==> src/rtl/aed_pkg.sv <==
// ----------------------------------------------------------------------------
// aed_pkg: shared types and constants of the audio envelope detector
// Widths, register and mode codes, configuration struct, sequencer states.
// ----------------------------------------------------------------------------
package aed_pkg;

   localparam int SAMPLE_BITS = 16;
   localparam int COEFF_BITS  = 16;
   localparam int ENV_BITS    = 32;
   localparam int LEVEL_BITS  = 33;
   localparam int ADDR_BITS   = 5;

   // 20*log10(2) in Q.24
   localparam logic [26:0] DB_LOG2_K = 27'd101008905;
   // -96 dB in Q8.8
   localparam logic [LEVEL_BITS-1:0] DB_FLOOR_Q88 = -33'sd24576;
   localparam logic [ENV_BITS:0] UNITY_Q31 = 33'h0_8000_0000;

   localparam logic [1:0] MODE_PEAK = 2'd0;
   localparam logic [1:0] MODE_MS   = 2'd1;
   localparam logic [1:0] MODE_RMS  = 2'd2;

   localparam logic [2:0] REG_ATTACK  = 3'd0;
   localparam logic [2:0] REG_RELEASE = 3'd1;
   localparam logic [2:0] REG_MODE    = 3'd2;
   localparam logic [2:0] REG_CLAMP   = 3'd3;
   localparam logic [2:0] REG_DB      = 3'd4;

   typedef struct packed {
      logic [COEFF_BITS-1:0] attack_coeff;
      logic [COEFF_BITS-1:0] release_coeff;
      logic [1:0]            detect_mode;
      logic                  clamp_to_unity;
      logic                  output_db;
   } aed_cfg_type;

   typedef enum logic [3:0] {
      ST_IDLE,
      ST_ENV,
      ST_SQRT,
      ST_POST,
      ST_NORM,
      ST_LOG,
      ST_SCALE,
      ST_MUL,
      ST_RND,
      ST_OUT
   } aed_state_type;

endpackage

==> src/rtl/aed_queue.sv <==
// ----------------------------------------------------------------------------
// aed_queue: two-entry queue between front and back
// Decouples sample acceptance from the multi-cycle level computation.
// ----------------------------------------------------------------------------
module aed_queue (
   input  logic                          clock,
   input  logic                          reset,
   input  logic                          push,
   input  logic [aed_pkg::ENV_BITS-1:0]  push_data,
   input  logic                          pop,
   output logic [aed_pkg::ENV_BITS-1:0]  pop_data,
   output logic                          full,
   output logic                          empty
);

   logic [aed_pkg::ENV_BITS-1:0] mem_ff [2];
   logic       wr_ptr_ff, wr_ptr_in;
   logic       rd_ptr_ff, rd_ptr_in;
   logic [1:0] count_ff, count_in;

   assign full     = (count_ff == 2'd2);
   assign empty    = (count_ff == 2'd0);
   assign pop_data = mem_ff[rd_ptr_ff];

   // advance pointers and fill count
   always_comb begin
      wr_ptr_in = wr_ptr_ff ^ push;
      rd_ptr_in = rd_ptr_ff ^ pop;
      count_in  = count_ff + 2'(push) - 2'(pop);
   end

   always_ff @(posedge clock) begin
      if (reset) begin
         wr_ptr_ff <= 1'b0;
         rd_ptr_ff <= 1'b0;
         count_ff  <= 2'd0;
      end else begin
         wr_ptr_ff <= wr_ptr_in;
         rd_ptr_ff <= rd_ptr_in;
         count_ff  <= count_in;
      end
   end

   always_ff @(posedge clock) begin
      if (push) begin
         mem_ff[wr_ptr_ff] <= push_data;
      end
   end

endmodule

==> config.mk <==
export PLATFORM = sky130hd
export DESIGN_NAME = aed_queue
export DESIGN_NICKNAME = d
export VERILOG_FILES = /design/src/rtl/aed_pkg.sv /design/src/rtl/aed_queue.sv
export SDC_FILE = /design/constraint.sdc
export NUM_CORES = 1
export LEC_CHECK = 0
export BUFFER_PORTS_ARGS = -buffer_cell sky130_fd_sc_hd__buf_4
export CAP_MARGIN = 20
export CELL_PAD_IN_SITES_DETAIL_PLACEMENT = 0
export CELL_PAD_IN_SITES_GLOBAL_PLACEMENT = 1
export CORE_MARGIN = 1.5
export CORE_UTILIZATION = 47
export CTS_CLUSTER_SIZE = 16
export DETAILED_ROUTE_END_ITERATION = 7
export GPL_TIMING_DRIVEN = 0
export PLACE_DENSITY = 0.87
export SLEW_MARGIN = 10
export SYNTH_ARGS = -nofsm -noshare
export SYNTH_HDL_FRONTEND = slang
export SYNTH_SLANG_ARGS = --single-unit
==> constraint.sdc <==
create_clock -name clock -period 3.1 [get_ports clock]
set_input_delay 0.62 -clock clock [delete_from_list [all_inputs] [get_ports clock]]
set_output_delay 0.62 -clock clock [all_outputs]
set_load 0.005 [all_outputs]
==> metrics.md <==
| Metric | Value |
|---|---|
| Pre-antenna DRT Iters | 4 |
| Residual DRC | 0 |
| Highest Clock Rate | 0.497 GHz |
| Largest cells by area after synthesis | edfxtp_1, mux2_4, dfxtp_1 |
| CTS tree | done |
| Crit. End Element | output port |
| Max incr delay on CP | 0.33 ns |
| Worst Reg-to-Reg Cells | 1 |
| Avg WL per Cell | 15.8 um |
| Layout cells sized above 1 | 0.578 |
| Post-synthesis sequential area ratio | 0.752 |
| WP data required | 2.48 ns |
| Overflow after GRT | 0 |
| Yosys reg bits | 68 |
| Synth Area per Inst | 22.4 um^2 |
| Initial antenna violation count | 0 |
| RSZ-0062 raised after global routing | false |
| Final setup TNS | 0 ns |
| Post-cts repair resize count | 0 |
| Core Footprint | 0.00547 mm^2 |
| # nets final | 239 |
| Power, Total | 1.98 mW |
| DRT Wirelength | 4370 um |
| Cell Rows | 27 |
| Detailed placement HPWL | 2940 um |
| Die area | 0.00613 mm^2 |
| Design area | 0.00343 mm^2 |
| Worst skew pair latency | 0.32 ns |
| Final Hold Violating Endpoints | 0 |
| Area Overhead vs Synth | 28.8% |
| Clk sinks | 68 |
| Final Cycle Share | 0.649 |
| Yosys Warn Count | 0 |
| Yosys top cell area share | 0.722 |
| Synth unique cells | 12 |
| Fill cell count | 418 |
| Worst-path clk slew | 0.07 ns |
| Utilization after layout | 0.626 |
| Slew headroom | 0.453 |
| CP max-delay cell | dfxtp_1 |
| Maximum vdd ir drop | 0.318 mV |
| Endpoints failing setup | 0 |
| H-tree levels | 3 |
| Number of global-route vias before repair | 1,458 |
| Number of DRC markers in iteration 0 | 56 |
| Total track usage | 0.158 |
| Buf/Inv on CP | 3 |
| Post-CTS Setup Bufs | 0 |
| Peak fanout along the critical path | 10 |
| # hold bufs at CTS | 0 |
| Cell Area, Placed | 0.00328 mm^2 |
| Hold path cells | 1 |
| Fin. max-slew vios | 0 |
| WHS | 0.477 ns |
| Status | complete, no violations |
| Syn_nets | 159 |
| Initial Utilization | 0.487 |
| Die H | 78.3 um |
| Maxcap violations | 0 |
| CTS root buf | clkbuf_8 |
| First-pass GRT wire length | 6980 um |
| I/O Pins | 70 |
| DR vias/cell | 4.78 |
| Vias | 1,319 |
| Mapped Cells | 119 |
| Worst min-delay path category | in -> reg |
| Lkg Pwr | 1.37 nW |
| CP Cell Sequence | buf_6, buf_12, mux2_4, buf_4 |
| N_diodes | 0 |
| Instance count on the critical path | 4 |
| Setup Skew | 0.00666 ns |
| Worst Setup Start Kind | flip-flop |
| Port Buffers | 69 |
| Worst Path Arrival | 1.39 ns |
| CTS Buffer Depth | 2 |
| GPL Wtd Cong | 0.653 |
| Pwr dens | 578 mW/mm^2 |
| Yosys top cell by area | edfxtp_1 |
| Crit Path Class | reg -> out |
| Largest net degree at the start of global routing | 33 |
| CP top delay family | buffers and inverters |
| Mapped cell area | 0.00266 mm^2 |
| Detail Route Antenna Nets | 0 |
| Inserted Clock Buffers | 9 |
| Die width | 78.3 um |
| Tmin final | 2.01 ns |
| Worst-margin pin slew | 0.820 ns |
-- placed cells by master, fill, tap and decap left out, types with 2 or more instances in the layout --
| master | Yosys | final |
|---|---|---|
| inv_1 | 3 | 3 |
| clkinv_2 | 0 | 2 |
| nor2b_1 | 2 | 2 |
| mux2_4 | 29 | 29 |
| nor2_1 | 4 | 4 |
| edfxtp_1 | 64 | 64 |
| mux2_2 | 3 | 3 |
| ha_1 | 4 | 2 |
| dfxtp_1 | 4 | 4 |
| clkbuf_8 | 0 | 9 |
| buf_12 | 3 | 3 |
| buf_4 | 0 | 69 |
| clkbuf_1 | 0 | 4 |
| ha_2 | 0 | 2 |
-- state kept, by name, indices dropped and copies added (netlist names) --
name	cells
wr_ptr_ff	1
count_ff	2
mem_ff	64
rd_ptr_ff	1
-- Yosys cell counts --
master,count
nor2b_1,2
buf_12,3
dfxtp_1,4
mux2_2,3
buf_6,1
edfxtp_1,64
inv_1,3
ha_1,4
nor2_1,4
xnor3_1,1
mux2_4,29
xnor2_1,1
-- through the flow --
step | setup slack [ns] | cells
detailed placement | 1.23 | 260
finish | 1.09 | 276
CTS | 1.05 | 276
floorplan | 1.26 | 119
global route | 1.02 | 276
global placement | 0.834 | 260
-- cells by family after synthesis --
family | Yosys count | share of synthesized area
flops | 68 | 0.752
buf+inv | 7 | 0.0310
fa+ha+maj | 4 | 0.0188
xor+xnor | 2 | 0.0117
mux | 32 | 0.176
simple gates | 6 | 0.0103
-- layout make-up --
cell class / count / area [um^2] / area share
clock buffers: 13 / 139 / 0.0405
plain buffers: 4 / 71.3 / 0.0208
repair buffers: 69 / 518 / 0.151
flip-flops and latches: 68 / 2000 / 0.584
well taps: 72 / 90.1 / 0.0263
multi-input cells: 44 / 583 / 0.170
clock inverters: 3 / 13.8 / 0.00401
inverters: 3 / 11.3 / 0.00328
-- layer usage --
layer / global-route usage / routed length (um)
met3: 0.0512 / 239
met2: 0.278 / 2380
met4: 0.0857 / 45
met5: 0 / 0
met1: 0.166 / 1710
-- power by group --
part,switching [mW],internal (mW)
Sequential,0.0192,1.07
Clock,0.291,0.286
Combinational,0.114,0.198
Total,0.425,1.56
-- worst paths after layout --
check	startpoint	end	slack [ns]
worst min register to register	wr_ptr_ff$_SDFF_PP0_	wr_ptr_ff$_SDFF_PP0_	0.57
worst min-delay path	push_data[10]	mem_ff[0][10]$_DFFE_PP_	0.48
worst max register to register	wr_ptr_ff$_SDFF_PP0_	mem_ff[1][23]$_DFFE_PP_	1.66
worst max-delay path	rd_ptr_ff$_SDFF_PP0_	pop_data[22]	1.09
(Power assumes the default switching activity.)
