--- src/rtl/aed_pkg.sv ---
// ----------------------------------------------------------------------------
// aed_pkg: shared types and constants of the audio envelope detector
// Widths, register and mode codes, configuration struct, sequencer states.
// ----------------------------------------------------------------------------
package aed_pkg;

   localparam int SAMPLE_BITS = 16;
   localparam int COEFF_BITS  = 16;
   localparam int ENV_BITS    = 32;
   localparam int LEVEL_BITS  = 33;
   localparam int ADDR_BITS   = 5;

   // 20*log10(2) in Q.24
   localparam logic [26:0] DB_LOG2_K = 27'd101008905;
   // -96 dB in Q8.8
   localparam logic [LEVEL_BITS-1:0] DB_FLOOR_Q88 = -33'sd24576;
   localparam logic [ENV_BITS:0] UNITY_Q31 = 33'h0_8000_0000;

   localparam logic [1:0] MODE_PEAK = 2'd0;
   localparam logic [1:0] MODE_MS   = 2'd1;
   localparam logic [1:0] MODE_RMS  = 2'd2;

   localparam logic [2:0] REG_ATTACK  = 3'd0;
   localparam logic [2:0] REG_RELEASE = 3'd1;
   localparam logic [2:0] REG_MODE    = 3'd2;
   localparam logic [2:0] REG_CLAMP   = 3'd3;
   localparam logic [2:0] REG_DB      = 3'd4;

   typedef struct packed {
      logic [COEFF_BITS-1:0] attack_coeff;
      logic [COEFF_BITS-1:0] release_coeff;
      logic [1:0]            detect_mode;
      logic                  clamp_to_unity;
      logic                  output_db;
   } aed_cfg_type;

   typedef enum logic [3:0] {
      ST_IDLE,
      ST_ENV,
      ST_SQRT,
      ST_POST,
      ST_NORM,
      ST_LOG,
      ST_SCALE,
      ST_MUL,
      ST_RND,
      ST_OUT
   } aed_state_type;

endpackage

--- src/rtl/aed_front.sv ---
// ----------------------------------------------------------------------------
// aed_front: register file and sample conditioning
// Holds the configuration registers and turns each sample into the Q1.31
// detector input (magnitude or squared magnitude).
// ----------------------------------------------------------------------------
module aed_front (
   input  logic                                  clock,
   input  logic                                  reset,
   input  logic                                  psel,
   input  logic                                  penable,
   input  logic                                  pwrite,
   input  logic [aed_pkg::ADDR_BITS-1:0]         paddr,
   input  logic [31:0]                           pwdata,
   output logic [31:0]                           prdata,
   output logic                                  pready,
   input  logic                                  req_valid,
   output logic                                  req_ready,
   input  logic signed [aed_pkg::SAMPLE_BITS-1:0] req_sample,
   input  logic                                  q_full,
   output logic                                  q_push,
   output logic [aed_pkg::ENV_BITS-1:0]          q_data,
   output aed_pkg::aed_cfg_type                  cfg
);

   localparam int SB = aed_pkg::SAMPLE_BITS;
   localparam int SQ_SHIFT = 2 * (SB - 1);

   aed_pkg::aed_cfg_type cfg_ff, cfg_in;
   logic [2:0]      reg_idx;
   logic            wr_en;
   logic [SB-1:0]   raw;
   logic [SB-1:0]   mag;
   logic [2*SB-1:0] sq;
   logic [63:0]     mag_wide;
   logic [63:0]     sq_wide;
   logic [63:0]     inp_wide;
   logic            squared;

   assign pready  = 1'b1;
   assign reg_idx = paddr[4:2];
   assign wr_en   = psel && penable && pwrite;

   // decode register writes
   always_comb begin
      cfg_in = cfg_ff;
      if (wr_en) begin
         unique case (reg_idx)
            aed_pkg::REG_ATTACK:  cfg_in.attack_coeff   = pwdata[aed_pkg::COEFF_BITS-1:0];
            aed_pkg::REG_RELEASE: cfg_in.release_coeff  = pwdata[aed_pkg::COEFF_BITS-1:0];
            aed_pkg::REG_MODE:    cfg_in.detect_mode    = pwdata[1:0];
            aed_pkg::REG_CLAMP:   cfg_in.clamp_to_unity = pwdata[0];
            aed_pkg::REG_DB:      cfg_in.output_db      = pwdata[0];
            default: ;
         endcase
      end
   end

   always_ff @(posedge clock) begin
      if (reset) begin
         cfg_ff <= '0;
      end else begin
         cfg_ff <= cfg_in;
      end
   end

   assign cfg = cfg_ff;

   // return register contents
   always_comb begin
      unique case (reg_idx)
         aed_pkg::REG_ATTACK:  prdata = 32'(cfg_ff.attack_coeff);
         aed_pkg::REG_RELEASE: prdata = 32'(cfg_ff.release_coeff);
         aed_pkg::REG_MODE:    prdata = 32'(cfg_ff.detect_mode);
         aed_pkg::REG_CLAMP:   prdata = 32'(cfg_ff.clamp_to_unity);
         aed_pkg::REG_DB:      prdata = 32'(cfg_ff.output_db);
         default:              prdata = 32'd0;
      endcase
   end

   // form magnitude, square it in the MS and RMS modes, scale to Q1.31
   assign raw      = req_sample;
   assign mag      = raw[SB-1] ? (~raw + 1'b1) : raw;
   assign mag_wide = 64'(mag);
   assign sq       = mag * mag;
   assign sq_wide  = 64'(sq);
   assign squared  = (cfg_ff.detect_mode == aed_pkg::MODE_MS) ||
                     (cfg_ff.detect_mode == aed_pkg::MODE_RMS);

   always_comb begin
      if (squared) begin
         if (SQ_SHIFT <= 31) begin
            inp_wide = sq_wide << (31 - SQ_SHIFT);
         end else begin
            inp_wide = sq_wide >> (SQ_SHIFT - 31);
         end
      end else begin
         inp_wide = mag_wide << (32 - SB);
      end
   end

   assign q_data    = inp_wide[aed_pkg::ENV_BITS-1:0];
   assign req_ready = !q_full;
   assign q_push    = req_valid && !q_full;

endmodule

--- config.mk ---
export PLATFORM = sky130hd
export DESIGN_NAME = aed_front
export DESIGN_NICKNAME = d
export VERILOG_FILES = /design/src/rtl/aed_pkg.sv /design/src/rtl/aed_front.sv
export SDC_FILE = /design/constraint.sdc
export NUM_CORES = 1
export LEC_CHECK = 0
export CAP_MARGIN = 20
export CORE_ASPECT_RATIO = 0.9
export CORE_MARGIN = 4
export CORE_UTILIZATION = 60
export CTS_CLUSTER_DIAMETER = 150
export CTS_CLUSTER_SIZE = 30
export DETAILED_ROUTE_END_ITERATION = 10
export DONT_BUFFER_PORTS = 1
export HOLD_SLACK_MARGIN = 0.05
export PLACE_DENSITY_LB_ADDON = 0.3
export SLEW_MARGIN = 20
export SYNTH_ARGS = -nofsm -noshare
export SYNTH_HDL_FRONTEND = slang
export SYNTH_SLANG_ARGS = --single-unit
export TNS_END_PERCENT = 5
--- constraint.sdc ---
create_clock -name clock -period 8.6 [get_ports clock]
set_clock_uncertainty 0.2 [all_clocks]
set_input_delay 0.43 -clock clock [delete_from_list [all_inputs] [get_ports clock]]
set_output_delay 0.43 -clock clock [all_outputs]
set_load 0.02 [all_outputs]
==> run summary <==
Number of synthesized flops with an enable pin - 0
Worst hold slack - 0.0871 ns
Yosys Warn Count - 0
DRT Wirelength - 23,100 um
Cell Count, Final, Fillers Out - 1,381
Seq/Total Area, Yosys - 7.77%
Clock Sinks - 36
Max FO, Critical Path - 5
Grt ovf - 0
Drt pass-1 iters - 5
Critical path class - in2out
CTS tree - done
#FFs+latches synth - 36
IO Pins - 163
Crit-path max cell delay - 0.55 ns
Critical path's slowest cell - or4_4
Cells after Synth - 1,129
Min Clock Period, post-route - 8.35 ns
CP delay by family, top - adder cells
Vias per std cell - 5.48
Outcome - complete, no violations
Max-capacitance violation count - 0
Final hold vios - 0
Port buffer count - 0
Startpoint Class - input port
Max reg flops - 36
Most used DFF post-synth - dfxtp_1
CORE AREA - 0.0149 mm^2
Post-synthesis mux area share - 2.17%
Ys async rst share - 0%
Worst endpoint data arrival time - 7.72 ns
Fin nets - 1,500
RSZ-0062 raised after global routing - yes
Post-Synth Simple-Gate Area - 14.7%
Clock transition at path regs - 0.06 ns
Average size of a mapped cell - 8.21 um^2
Max clock buf depth - 2
Die Y-Extent - 126 um
Unique masters post-synth - 55
First-pass GRT wire length - 37,300 um
Antenna fix cells - 0
XOR/XNOR Fraction of Synth Area - 4.24%
Final antenna-violating net count - 0
Tcrit/Tclk final - 97.1%
Crit end category - output pin
DRC violations left - 0
Fmax - 0.120 GHz
Skew-Pair Late Insertion Delay - 0.27 ns
Largest family of logic cells by synthesized area - adder cells
Htree depth - 2
Rows - 42
Final GP Congestion - 0.907
Area grow syn2layout - 11.2%
Max-slew violation count - 0
Largest net degree at the start of global routing - 37
Die area - 0.0175 mm^2
Fraction of the mapped netlist area in adder cells - 48.1%
GRT Total Usage - 25.8%
Die width - 139 um
Utilization after layout - 69.0%
Worst-Margin Slew - 1.02 ns
Share of layout cells above drive strength 1 - 11.5%
Relative slew slack - 31.8%
Compound-Gate Fraction of Synth Area - 9.56%
CTS root buf - clkbuf_16
Req. time, crit path - 7.97 ns
Cells after DPL - 1,370
Total CTS buffers - 5
Mapped cell area - 0.00927 mm^2
Final setup viols - 0
Vias in the first global route - 7,716
Hold Path Class - in2reg
Dpl hpwl - 19,100 um
Starting Density - 62.1%
WL/cell - 16.7 um
Crit path top cell by count - fa_1
Starting DRT DRC Count - 531
Initial antenna violation count - 0
Via count - 7,564
Worst path bufs/invs - 6
## routing by layer
metal,GRT usage (%),vias to the layer above,part of all wire (%)
met1,34.2,3698,40
met2,45.8,297,51
met3,3.94,37,8.0
met4,4.72,0,1.5
li1,-,3532,-
met5,0,-,0
## repair_timing
action,4_1_cts,5_1_grt
setup buffers,0,2
setup endpoints to repair,3,9
pin swaps,0,15
resized for setup,4,44
hold endpoints to repair,36,0
hold buffers,1,0
## cell families (layout without fill, tap and decap cells)
group | count (synthesis) | in the layout
xor gates and xnor gates | 44 | 44
AOI/OAI and AO/OA | 143 | 143
muxes | 20 | 20
adders and majority gates | 258 | 258
buffers and inverters | 306 | 332
and+or+nand+nor | 320 | 320
DFF | 36 | 36
other | 2 | 30
## worst register-to-register path: cells and delay by family (launching register included)
family / cells / cell delay, ns
flops: 1 / 0.67
mux: 1 / 0.14
simple gates: 1 / 0.10
## layout by cell type, fill, tap and decap left out, types with 15 or more instances in the layout
cell type / count
a21o_1: 15
a21oi_1: 58
buf_4: 70
conb_1: 30
dfxtp_1: 36
fa_1: 162
ha_1: 91
inv_1: 246
mux2i_1: 19
nand2_1: 149
nor2_1: 100
nor3_1: 15
o21ai_0: 16
xnor2_1: 19
xor2_1: 17
## final timing paths
path	start	end	slack, ns	cells after the start
setup / recovery	req_sample[2]	q_data[23]	0.25	27
hold / removal	pwdata[10]	cfg[14]$_SDFFE_PP0P_	0.09	2
hold reg to reg	cfg[9]$_SDFFE_PP0P_	cfg[9]$_SDFFE_PP0P_	0.37	2
setup reg to reg	cfg[3]$_SDFFE_PP0P_	cfg[3]$_SDFFE_PP0P_	7.42	2
## cell usage after synthesis, types with 3 or more instances
cell	count	share of area, %
nand3_1	8	0.43
and3_1	5	0.34
o21ai_0	21	1.1
ha_1	94	13
or3_1	3	0.20
xor2_1	20	1.9
a211oi_1	7	0.57
nand4_1	4	0.27
o21a_1	6	0.49
a31oi_1	6	0.40
nor2_1	104	4.2
nor3_1	18	0.97
a21oi_1	64	3.5
nand2_1	151	6.1
a221o_1	3	0.32
clkinv_1	3	0.12
xnor2_1	23	2.2
clkbuf_1	31	1.3
and2_1	5	0.34
mux2i_1	19	2.1
fa_1	164	35
buf_4	19	1.5
o31ai_1	4	0.32
dfxtp_1	36	7.8
nor2b_1	4	0.27
o41ai_1	3	0.28
inv_1	247	10
nand2b_1	6	0.40
a21o_1	15	1.2
## area by class of cell
type | count | area [um^2]
clock inverter | 2 | 35.0
timing repair buffer | 73 | 568
fill | 1248 | 4620
tap | 198 | 248
sequential | 36 | 721
clock buffer | 6 | 129
multi-input combinational | 815 | 7660
inverter | 251 | 942
## stage by stage
stage                     cell area, um^2  worst slack (ns)  TNS, ns
after floorplan                      9380             0.137        0
after global placement               9880            0.0487        0
after detailed placement             9880           -0.0771  -0.0771
after CTS                           10100            0.0240        0
after global routing                10300           -0.0505   -0.121
final                               10300             0.246        0
Power is not shown: default switching activity piles up to over one toggle a cycle in this logic, so the estimate is an artifact.
